**src/design/mac_pdu_subheader_parser_assert.svh**
```systemverilog
// Assertion macros, compiled out when SYNTH is defined
`ifndef MAC_PDU_SUBHEADER_PARSER_ASSERT_SVH
`define MAC_PDU_SUBHEADER_PARSER_ASSERT_SVH

`ifndef SYNTH

`define MPS_ASSERT_IMP(label, clk, rst, ante, cons) \
   label: assert property (@(posedge clk) disable iff (rst) (ante) |-> (cons)) \
      else $error("same-cycle check failed");

`define MPS_ASSERT_NXT(label, clk, rst, ante, cons) \
   label: assert property (@(posedge clk) disable iff (rst) (ante) |=> (cons)) \
      else $error("next-cycle check failed");

`else

`define MPS_ASSERT_IMP(label, clk, rst, ante, cons)

`define MPS_ASSERT_NXT(label, clk, rst, ante, cons)

`endif

`endif

```
**src/design/mps_pkg.sv**
```systemverilog
package mps_pkg;

   localparam int DEF_MAX_SDUS = 8;
   localparam int DEF_MAX_CES  = 8;

   localparam logic [4:0] LCID_FIRST_NON_SDU = 5'd25;
   localparam logic [4:0] LCID_PHR           = 5'd26;
   localparam logic [4:0] LCID_CRNTI         = 5'd27;
   localparam logic [4:0] LCID_TRUNC_BSR     = 5'd28;
   localparam logic [4:0] LCID_SHORT_BSR     = 5'd29;
   localparam logic [4:0] LCID_LONG_BSR      = 5'd30;
   localparam logic [4:0] LCID_PADDING       = 5'd31;

   localparam logic [1:0] KIND_SDU = 2'd0;
   localparam logic [1:0] KIND_CE  = 2'd1;
   localparam logic [1:0] KIND_PAD = 2'd2;

   typedef enum logic [1:0] {
      PHASE_FIXED   = 2'd0,
      PHASE_LEN     = 2'd1,
      PHASE_LEN_LSB = 2'd2
   } phase_type;

   typedef struct packed {
      logic [15:0] tb_len;
      logic [7:0]  header_byte;
   } item_type;

   typedef struct packed {
      logic [1:0]  entry_kind;
      logic [4:0]  channel_id;
      logic [15:0] sdu_length;
      logic [3:0]  sdu_total;
      logic [3:0]  ce_total;
      logic [15:0] header_size;
      logic        header_end;
      logic        overflow;
   } record_type;

   function automatic logic [1:0] ce_payload(input logic [4:0] lcid);
      logic [1:0] add;
      add = 2'd0;
      if (lcid == LCID_LONG_BSR) begin
         add = 2'd3;
      end else if (lcid == LCID_CRNTI) begin
         add = 2'd2;
      end else if (lcid == LCID_PHR || lcid == LCID_TRUNC_BSR || lcid == LCID_SHORT_BSR) begin
         add = 2'd1;
      end
      return add;
   endfunction

endpackage

```
**src/design/mps_input_stage.sv**
```systemverilog
module mps_input_stage (
   input  logic              clock,
   input  logic              reset,
   input  logic              req_tvalid,
   output logic              req_tready,
   input  logic [23:0]       req_tdata,   // header_byte [7:0], tb_len [23:8]
   input  logic              advance,
   output logic              item_valid,
   output mps_pkg::item_type item
);
   import mps_pkg::*;

   logic     valid_ff, valid_in;
   item_type item_ff, item_in;
   logic     req_accept;

   assign req_tready = !valid_ff || advance;
   assign req_accept = req_tvalid && req_tready;

   always_comb begin
      item_in  = item_ff;
      valid_in = valid_ff;
      if (req_accept) begin
         item_in.header_byte = req_tdata[7:0];
         item_in.tb_len      = req_tdata[23:8];
         valid_in            = 1'b1;
      end else if (advance) begin
         valid_in = 1'b0;
      end
   end

   always_ff @(posedge clock) begin
      if (reset) begin
         valid_ff <= 1'b0;
      end else begin
         valid_ff <= valid_in;
      end
   end

   always_ff @(posedge clock) begin
      item_ff <= item_in;
   end

   assign item_valid = valid_ff;
   assign item       = item_ff;

endmodule

```
**src/design/mps_parse.sv**
```systemverilog
`include "mac_pdu_subheader_parser_assert.svh"

module mps_parse #(
   parameter int MAX_SDUS = mps_pkg::DEF_MAX_SDUS,
   parameter int MAX_CES  = mps_pkg::DEF_MAX_CES
) (
   input  logic                clock,
   input  logic                reset,
   input  logic                step,
   input  mps_pkg::item_type   item,
   output logic                rec_valid,
   output mps_pkg::record_type rec
);
   import mps_pkg::*;

   localparam logic [3:0] MaxSdu = 4'(MAX_SDUS);
   localparam logic [3:0] MaxCe  = 4'(MAX_CES);

   phase_type   phase_ff, phase_in;
   logic [4:0]  held_lcid_ff, held_lcid_in;
   logic        held_end_ff, held_end_in;
   logic [6:0]  length_high_ff, length_high_in;
   logic [15:0] byte_count_ff, byte_count_in;
   logic [15:0] payload_sum_ff, payload_sum_in;
   logic [3:0]  sdu_seen_ff, sdu_seen_in;
   logic [3:0]  ce_seen_ff, ce_seen_in;

   logic [7:0]  b;
   logic [4:0]  lcid;
   logic        last;
   logic [15:0] bc_inc;
   logic        sdu_ovf, ce_ovf;
   logic [3:0]  sdu_bump, ce_bump;
   logic [15:0] rec_len;

   assign b        = item.header_byte;
   assign lcid     = b[4:0];
   assign last     = !b[5];
   assign bc_inc   = (byte_count_ff == 16'hFFFF) ? byte_count_ff : byte_count_ff + 16'd1;
   assign sdu_ovf  = sdu_seen_ff >= MaxSdu;
   assign ce_ovf   = ce_seen_ff >= MaxCe;
   assign sdu_bump = sdu_ovf ? sdu_seen_ff : sdu_seen_ff + 4'd1;
   assign ce_bump  = ce_ovf ? ce_seen_ff : ce_seen_ff + 4'd1;

   always_comb begin
      phase_in       = phase_ff;
      held_lcid_in   = held_lcid_ff;
      held_end_in    = held_end_ff;
      length_high_in = length_high_ff;
      byte_count_in  = bc_inc;
      payload_sum_in = payload_sum_ff;
      sdu_seen_in    = sdu_seen_ff;
      ce_seen_in     = ce_seen_ff;
      rec_valid      = 1'b0;
      rec            = '0;
      rec_len        = '0;

      unique case (phase_ff)
         PHASE_LEN: begin
            if (!b[7]) begin
               rec_len          = {9'd0, b[6:0]};
               rec_valid        = 1'b1;
               rec.entry_kind   = KIND_SDU;
               rec.channel_id   = held_lcid_ff;
               rec.header_end   = !held_end_ff;
               rec.overflow     = sdu_ovf;
               sdu_seen_in      = sdu_bump;
               payload_sum_in   = payload_sum_ff + rec_len;
               phase_in         = PHASE_FIXED;
            end else begin
               length_high_in = b[6:0];
               phase_in       = PHASE_LEN_LSB;
            end
         end
         PHASE_LEN_LSB: begin
            rec_len        = {1'b0, length_high_ff, b};
            rec_valid      = 1'b1;
            rec.entry_kind = KIND_SDU;
            rec.channel_id = held_lcid_ff;
            rec.header_end = !held_end_ff;
            rec.overflow   = sdu_ovf;
            sdu_seen_in    = sdu_bump;
            payload_sum_in = payload_sum_ff + rec_len;
            phase_in       = PHASE_FIXED;
         end
         default: begin
            phase_in = PHASE_FIXED;
            if (lcid < LCID_FIRST_NON_SDU) begin
               if (last) begin
                  rec_len        = item.tb_len - bc_inc - payload_sum_ff;
                  rec_valid      = 1'b1;
                  rec.entry_kind = KIND_SDU;
                  rec.channel_id = lcid;
                  rec.header_end = 1'b1;
                  rec.overflow   = sdu_ovf;
                  sdu_seen_in    = sdu_bump;
                  payload_sum_in = payload_sum_ff + rec_len;
               end else begin
                  held_lcid_in = lcid;
                  held_end_in  = 1'b1;
                  phase_in     = PHASE_LEN;
               end
            end else if (lcid == LCID_PADDING) begin
               rec_valid      = 1'b1;
               rec.entry_kind = KIND_PAD;
               rec.channel_id = lcid;
               rec.header_end = last;
            end else begin
               rec_valid      = 1'b1;
               rec.entry_kind = KIND_CE;
               rec.channel_id = lcid;
               rec.header_end = last;
               rec.overflow   = ce_ovf;
               ce_seen_in     = ce_bump;
               payload_sum_in = payload_sum_ff + {14'd0, ce_payload(lcid)};
            end
         end
      endcase

      rec.sdu_length  = rec_len;
      rec.sdu_total   = sdu_seen_in;
      rec.ce_total    = ce_seen_in;
      rec.header_size = byte_count_in;

      // end of header: clear for the next PDU
      if (rec_valid && rec.header_end) begin
         phase_in       = PHASE_FIXED;
         held_lcid_in   = '0;
         held_end_in    = 1'b0;
         length_high_in = '0;
         byte_count_in  = '0;
         payload_sum_in = '0;
         sdu_seen_in    = '0;
         ce_seen_in     = '0;
      end
   end

   always_ff @(posedge clock) begin
      if (reset) begin
         phase_ff       <= PHASE_FIXED;
         held_lcid_ff   <= '0;
         held_end_ff    <= 1'b0;
         length_high_ff <= '0;
         byte_count_ff  <= '0;
         payload_sum_ff <= '0;
         sdu_seen_ff    <= '0;
         ce_seen_ff     <= '0;
      end else if (step) begin
         phase_ff       <= phase_in;
         held_lcid_ff   <= held_lcid_in;
         held_end_ff    <= held_end_in;
         length_high_ff <= length_high_in;
         byte_count_ff  <= byte_count_in;
         payload_sum_ff <= payload_sum_in;
         sdu_seen_ff    <= sdu_seen_in;
         ce_seen_ff     <= ce_seen_in;
      end
   end

   `MPS_ASSERT_IMP(a_sdu_bound, clock, reset, 1'b1, sdu_seen_ff <= MaxSdu)
   `MPS_ASSERT_IMP(a_ce_bound, clock, reset, 1'b1, ce_seen_ff <= MaxCe)
   `MPS_ASSERT_IMP(a_len_held, clock, reset,
      phase_ff == PHASE_LEN || phase_ff == PHASE_LEN_LSB, held_end_ff)
   `MPS_ASSERT_NXT(a_end_clears, clock, reset, step && rec_valid && rec.header_end,
      byte_count_ff == 16'd0 && phase_ff == PHASE_FIXED)

endmodule

```
**src/design/mps_output_stage.sv**
```systemverilog
module mps_output_stage (
   input  logic                clock,
   input  logic                reset,
   input  logic                load,
   input  mps_pkg::record_type rec,
   output logic                out_free,
   output logic                rsp_tvalid,
   input  logic                rsp_tready,
   // channel_id [4:0], sdu_length [20:5], sdu_total [24:21], ce_total [28:25],
   // header_size [44:29], overflow [45], zero [47:46]
   output logic [47:0]         rsp_tdata,
   output logic                rsp_tlast,
   output logic [1:0]          rsp_tuser    // entry_kind [1:0]
);
   import mps_pkg::*;

   logic       valid_ff, valid_in;
   record_type rec_ff, rec_in;

   assign out_free = !valid_ff || rsp_tready;

   always_comb begin
      rec_in   = rec_ff;
      valid_in = valid_ff;
      if (load) begin
         rec_in   = rec;
         valid_in = 1'b1;
      end else if (rsp_tready) begin
         valid_in = 1'b0;
      end
   end

   always_ff @(posedge clock) begin
      if (reset) begin
         valid_ff <= 1'b0;
      end else begin
         valid_ff <= valid_in;
      end
   end

   always_ff @(posedge clock) begin
      rec_ff <= rec_in;
   end

   assign rsp_tvalid = valid_ff;
   assign rsp_tdata  = {2'b00, rec_ff.overflow, rec_ff.header_size, rec_ff.ce_total,
                        rec_ff.sdu_total, rec_ff.sdu_length, rec_ff.channel_id};
   assign rsp_tlast  = rec_ff.header_end;
   assign rsp_tuser  = rec_ff.entry_kind;

endmodule

```
**src/design/mac_pdu_subheader_parser.sv**
```systemverilog
// A header byte is held in the input register and its record in the output register.
// Throughput: one header byte per cycle unless rsp stalls; parse state updates per step.
// Stalls: a record held with rsp_tready low blocks the input register and req_tready.
// Reset: synchronous, active high; clears the parse state and both valid flags.
module mac_pdu_subheader_parser #(
   parameter int MAX_SDUS = mps_pkg::DEF_MAX_SDUS,
   parameter int MAX_CES  = mps_pkg::DEF_MAX_CES
) (
   input  logic        clock,
   input  logic        reset,
   input  logic        req_tvalid,
   output logic        req_tready,
   input  logic [23:0] req_tdata,    // header_byte [7:0], tb_len [23:8]
   output logic        rsp_tvalid,
   input  logic        rsp_tready,
   // channel_id [4:0], sdu_length [20:5], sdu_total [24:21], ce_total [28:25],
   // header_size [44:29], overflow [45], zero [47:46]
   output logic [47:0] rsp_tdata,
   output logic        rsp_tlast,    // header_end
   output logic [1:0]  rsp_tuser     // entry_kind [1:0]
);
   import mps_pkg::*;

   logic       item_valid;
   item_type   item;
   logic       out_free;
   logic       step;
   logic       rec_valid;
   record_type rec;

   assign step = item_valid && out_free;

   mps_input_stage u_input (
      .clock      (clock),
      .reset      (reset),
      .req_tvalid (req_tvalid),
      .req_tready (req_tready),
      .req_tdata  (req_tdata),
      .advance    (out_free),
      .item_valid (item_valid),
      .item       (item)
   );

   mps_parse #(
      .MAX_SDUS (MAX_SDUS),
      .MAX_CES  (MAX_CES)
   ) u_parse (
      .clock     (clock),
      .reset     (reset),
      .step      (step),
      .item      (item),
      .rec_valid (rec_valid),
      .rec       (rec)
   );

   mps_output_stage u_output (
      .clock      (clock),
      .reset      (reset),
      .load       (step && rec_valid),
      .rec        (rec),
      .out_free   (out_free),
      .rsp_tvalid (rsp_tvalid),
      .rsp_tready (rsp_tready),
      .rsp_tdata  (rsp_tdata),
      .rsp_tlast  (rsp_tlast),
      .rsp_tuser  (rsp_tuser)
   );

endmodule

```
**config.mk**
```make
export PLATFORM = sky130hd
export DESIGN_NAME = mac_pdu_subheader_parser
export DESIGN_NICKNAME = d
export VERILOG_FILES = /design/src/design/mps_pkg.sv /design/src/design/mps_input_stage.sv /design/src/design/mps_parse.sv /design/src/design/mps_output_stage.sv /design/src/design/mac_pdu_subheader_parser.sv
export VERILOG_INCLUDE_DIRS = /design/src /design/src/design
export SDC_FILE = /design/constraint.sdc
export NUM_CORES = 1
export LEC_CHECK = 0
export ABC_AREA = 1
export BUFFER_PORTS_ARGS = -buffer_cell sky130_fd_sc_hd__buf_2
export CAP_MARGIN = 20
export CELL_PAD_IN_SITES_DETAIL_PLACEMENT = 0
export CELL_PAD_IN_SITES_GLOBAL_PLACEMENT = 1
export CORE_MARGIN = 1
export CORE_UTILIZATION = 48
export DETAILED_ROUTE_END_ITERATION = 10
export PLACE_DENSITY = 0.9
export SETUP_SLACK_MARGIN = 0.4
export SLEW_MARGIN = 5
export SYNTH_ARGS = -nofsm -noshare
export SYNTH_HDL_FRONTEND = slang
export SYNTH_SLANG_ARGS = --single-unit
```
**constraint.sdc**
```tcl
create_clock -name clock -period 7.5 [get_ports clock]
set_clock_uncertainty 0.15 [all_clocks]
set_input_delay 1.125 -clock clock [delete_from_list [all_inputs] [get_ports clock]]
set_output_delay 1.125 -clock clock [all_outputs]
set_load 0.03 [all_outputs]
```
* Yosys cells after proc, flatten, opt, wreduce, memory -nomap -nowiden
Cells that the tools add are included.
Operators by class: reductions and logical operators 22, add/subtract/negate cells 9, mux-type cells 63, equality and inequality tests 13, divide/modulo/power cells 0, $lt $le $gt $ge 3, bitwise operators 0, $mul 0, shifts and indexed selects 0
Operator list (number):
- two-way mux 16 bit | 9
- case mux 16 bit (2 select lines) | 2
- two-way mux 7 bit | 6
- two-way mux 4 bit | 10
- subtractor 16 bit | 2
- equality test 5 bit (second input constant) | 6
- two-way mux 5 bit | 6
- two-way mux 2 bit | 11
- adder 16 x 1 -> 16 bit (second input constant) | 1
- adder 16 x 15 -> 16 bit | 1
- adder 16 bit | 1
- adder 16 x 2 -> 16 bit | 1
- adder 16 x 7 -> 16 bit | 1
- equality test 16 bit (second input constant) | 1
- two-way mux 1 bit | 14
- case mux 7 bit (2 select lines) | 1
- nonzero test 2 bit | 6
- adder 4 x 1 -> 4 bit (second input constant) | 2
- >= comparator 4 bit (second input constant) | 2
- case mux 2 bit (2 select lines) | 2
- case mux 4 bit (2 select lines) | 1
- AND reduction 4 bit | 2
- < comparator 5 bit (second input constant) | 1
- inequality test 5 x 4 -> 1 bit (second input constant) | 1
- other kinds (11) | 20
Word-level totals: output and inout port bits 53, input port bits 28, register bits after elaboration 130, memory bits (writable) 0, memories 0, memory bits (read-only) 0, bits in latches 0

* Logic depth before layout (Yosys ltp)
word-level depth 14, depth in mapped cells 34, depth with buffers taken out 34

* Modules after synthesis
From an unflattened synthesis, not the netlist that was laid out.
Second synthesis, totals: cells, all modules 857, area, all modules 7389.6 sq um
By module, submodules not included:
- mps_parse | instances 1, cells an instance 766, area each 5071.1 sq um
- mps_output_stage | instances 1, cells an instance 57, area each 1532.7 sq um
- mps_input_stage | instances 1, cells an instance 30, area each 768.2 sq um
- mac_pdu_subheader_parser | instances 1, cells an instance 4, area each 17.5 sq um

* Worst setup path after synthesis
Ideal clock, no wire load.
kind flip-flop to flip-flop, from register u_parse.byte_count_ff[1], to register u_parse.payload_sum_ff[15], arrival time 4256 ps, setup time 131 ps, cell stages (with the launch flop) 32, clock period less this slack 4537 ps, data required time 7219 ps, path slack 2963 ps, path buffers 0, path through dfxtp_1 > ha_1 > nand3_2 > nor3_4 > nand2_2 > inv_2 > nand2_2 > inv_2 > nor3_2 > xor2_1 > inv_1 > fa_1 > ha_1 > nand2_1 > nand3_1 > nand2_1 > nand2_1 > a21oi_1 > nand3b_1 > nand2_1 > or2_2 > nand3_1 > nand2_1 > ha_1 > inv_1 > o21bai_1 > a31oi_1 > o21ai_0 > a21oi_1 > nand3_1 > nand3_1 > a21oi_2
RTL lines:
- from (decl) | RTL line mps_parse.sv:23 | logic [15:0] byte_count_ff, byte_count_in;
- from (signal assigned) | RTL line mps_parse.sv:153 | byte_count_ff <= byte_count_in;
- to (signal assigned) | RTL line mps_parse.sv:154 | payload_sum_ff <= payload_sum_in;
- to (decl) | RTL line mps_parse.sv:24 | logic [15:0] payload_sum_ff, payload_sum_in;

* Final worst setup path
from register u_parse.byte_count_ff[1], to register u_parse.payload_sum_ff[15]
On the way: word-level cells in the longest chain between the ends 9, elaborated cells between the ends (all ways) 10, classes of those cells 4 x add/sub; 1 x eq/ne; 5 x mux
Ends and longest elaborated chain:
- adder 16 x 1 -> 16 bit or equality test 16 bit (tied branches) | RTL line mps_parse.sv:39 | assign bc_inc = (byte_count_ff == 16'hFFFF) ? byte_count_ff : byte_count_ff + 16'd1;
- two-way mux 16 bit * | RTL line mps_parse.sv:39
- subtractor 16 bit * (2 in series) | RTL line mps_parse.sv:90 | rec_len = item.tb_len - bc_inc - payload_sum_ff;
- adder 16 bit * | RTL line mps_parse.sv:97 | payload_sum_in = payload_sum_ff + rec_len;
- two-way mux 16 bit * | RTL line mps_parse.sv:89 | if (last) begin
- two-way mux 16 bit * | RTL line mps_parse.sv:88 | if (lcid < LCID_FIRST_NON_SDU) begin
- case mux 16 bit (2 select lines) * | RTL line mps_parse.sv:58 | unique case (phase_ff)
- two-way mux 16 bit * | RTL line mps_parse.sv:126 | if (rec_valid && rec.header_end) begin
Every way passes the cells marked *; elsewhere a longest branch is shown, timed or not. The select of a mux whose other input is x is not followed. A chain may end at the register's enable or synchronous reset.

==> qor.yml <==
status:
  status: "completed"
cts:
  post_cts_resized: 0
  cts-root-buf: "clkbuf_16"
  htreeDepth: 4
  clkLatencyLatePin_ns: 0.43
  clkTransAtPathRegs_ns: 0.06
  hold_buffers: 0
  cts_sinks: 130
  cts_tree: "done"
  cts_buffer_depth: 2
  cts_buffers: 17
  post-cts-setup-buffers: 0
synth:
  synth_top_area_share_pct: 29.47
  synth_flop_cell: "edfxtp_1"
  synth.largest_area_cell: "edfxtp_1"
  netlist_top_cells_count: "189 x nand2_1, 117 x inv_1, 84 x a21oi_1, 73 x edfxtp_1, 57 x dfxtp_1"
  async_flop_share_pct: 0
  postSynthAreaPerCell_um2: 8.611
  ys_ff_latch: 130
  synth_area_leaders: "edfxtp_1 29%, dfxtp_1 15%, nand2_1 9.5%, ha_1 6.7%, inv_1 5.9%"
  yosysWarnings: 0
  synth_edf_count: 73
  syn_area_um2: 7440
  postSynthCellCount: 864
  yosysUniqueCellTypes: 52
  seq_area_frac_synth_pct: 44.80
  synth.most_common_cell: "nand2_1"
floorplan:
  core_um2: 15150
  pin_count: 81
  die-area_um2: 16000
  die_w_um: 126.5
  die_height_um: 126.5
  start_util_pct: 49.12
  floorplan.rows: 45
critical_path:
  r2r_setup_slack_ns: 2.19
  crit_required_ns: 7.71
  timing.critical_path.arrival_ns: 5.52
  worst_path_max_delay_cell: "fa_1"
  setup.worst_path.start_class: "flip-flop"
  critPathMaxStageDelay_ns: 0.48
  path_class: "reg2reg"
  end_kind: "flip-flop"
  path_max_fanout: 5
pwr:
  p_per_area_nw_per_um2: 227.7
  peakVddDrop_v: 0.0001733
  power.leakage_nw: 3.527
sta:
  finalCriticalPeriod_ns: 5.310
  worst_pin_slew_ns: 0.6751
  rsz0062_at_grt: "false"
  hold_viol_final: 0
  finalSetupTns_ns: 0
  timing.hold.ws_ns: 0.3144
  fin_crit_sh_pct: 70.80
  fmax_ghz: 0.1883
  maxSlewViolCount: 0
  slew_headroom_pct: 54.99
  setup_viol: 0
grt:
  grt_max_degree: 56
  grt_overflow: 0
  antenna_found_initial: 0
  grtUsageTotal_pct: 23.34
  grt_pass1_wl_um: 28400
  grt_pass1_vias: 5570
routing:
  dr.pass1.iters: 6
  post-route-drc-count: 0
  final_antenna_net_count: 0
  drtIter0Drc: 489
  vias: 6080
  wl_um: 17850
  vias_per_cell: 5.292
  wl_per_cell_um: 15.53
finish:
  areaGrowthSynthToFinish_pct: 15.78
  instances_no_fill: 1149
  nets: 1032
  utilization_pct: 56.87
  final_layout_size_suffix_gt1_share_pct: 18.31
  final_area_um2: 8613
  num_antenna_cells: 0
placement:
  portBuffers: 78
  postPlaceCellArea_um2: 7994
  globalplace.congestion: 0.9074
  dpl.hpwl_um: 12830
  place_inst: 1115
job:
  drv_cap: 0
worst_hold_path:
  hold_class: "reg2reg"
-- cells in the final DEF, fill, tap and decap left out, drive strengths merged, types with 2 or more instances in the layout --
| cell type | count |
|---|---|
| conb | 2 |
| a21o | 4 |
| xor2 | 16 |
| or2 | 11 |
| xnor2 | 5 |
| buf | 82 |
| o32ai | 4 |
| clkbuf | 17 |
| nand4 | 2 |
| nand3 | 37 |
| nor2 | 56 |
| nor3 | 13 |
| o21bai | 3 |
| dfxtp | 57 |
| inv | 135 |
| a21oi | 87 |
| o22ai | 11 |
| a21boi | 3 |
| nor4 | 4 |
| nand2 | 199 |
| a211oi | 3 |
| ha | 40 |
| bufinv | 2 |
| clkinvlp | 3 |
| a31oi | 5 |
| edfxtp | 73 |
| o221ai | 3 |
| o21a | 4 |
| fa | 16 |
| clkinv | 7 |
| o21ai | 51 |
-- sequential cells by signal, summed over array words and instances, names as in the netlist, 4 cells and up --
register	flops
u_parse.byte_count_ff	16
u_output.rsp_tdata	46
u_parse.sdu_seen_ff	4
u_input.item	24
u_parse.held_lcid_ff	5
u_parse.length_high_ff	7
u_parse.payload_sum_ff	16
u_parse.ce_seen_ff	4
-- kinds of logic after synthesis --
logic type	Yosys count	share of synthesized area [%]
AND/OR/NAND/NOR	323	19.66
other	1	0.05041
AO/OA/AOI/OAI	183	14.08
XOR/XNOR	21	2.472
buffers and inverters	150	7.904
adder cells (fa/ha/maj)	56	11.03
flip-flops	130	44.80
-- per-stage QoR --
stage,setup WS (ns),power [W]
finish,2.190,0.001962
global route,1.717,0.002048
floorplan,2.963,0.001067
CTS,2.233,0.001968
detailed placement,2.289,0.001153
global placement,2.327,0.001150
-- per-layer routing --
metal / track usage, % / vias up / part of all wire [%]
li1: - / 3043 / -
met1: 31.50 / 2854 / 47
met2: 38.35 / 164 / 48
met3: 4.555 / 19 / 4.3
met4: 6.378 / 0 / 1.2
met5: 0 / - / 0
-- critical path: cells and delay by family (launching register included) --
| family | cells | cell delay, ns |
|---|---|---|
| adders and majority gates | 4 | 1.43 |
| buffers and inverters | 4 | 0.32 |
| xor gates and xnor gates | 1 | 0.29 |
| DFF | 1 | 0.38 |
| AOI/OAI and AO/OA | 9 | 1.64 |
| and+or+nand+nor | 11 | 1.00 |
-- path summary, 6_finish.rpt --
path / from / end / cells after the start
setup / recovery: u_parse.byte_count_ff[1] / u_parse.payload_sum_ff[15] / 29
hold / removal: u_parse.length_high_ff[0] / u_parse.length_high_ff[0] / 2
setup reg to reg: u_parse.byte_count_ff[1] / u_parse.payload_sum_ff[15] / 29
hold reg to reg: u_parse.length_high_ff[0] / u_parse.length_high_ff[0] / 2
-- cell type report --
| cell class | count | area, µm² |
|---|---|---|
| clock buffer | 17 | 425.4 |
| clock inverter | 15 | 158.9 |
| fill | 1364 | 6533 |
| inverter | 132 | 498.0 |
| multi-input combinational | 585 | 3522 |
| sequential | 130 | 3333 |
| tap | 188 | 235.2 |
| timing repair buffer | 82 | 440.4 |
-- power breakdown --
part | switching (W) | internal (W) | leakage [nW]
Sequential | 0.0000174 | 0.000785 | 1.14
Clock | 0.000325 | 0.000491 | 0.280
Combinational | 0.000228 | 0.000115 | 2.11
No activity file was read; power rests on OpenSTA's default activity.
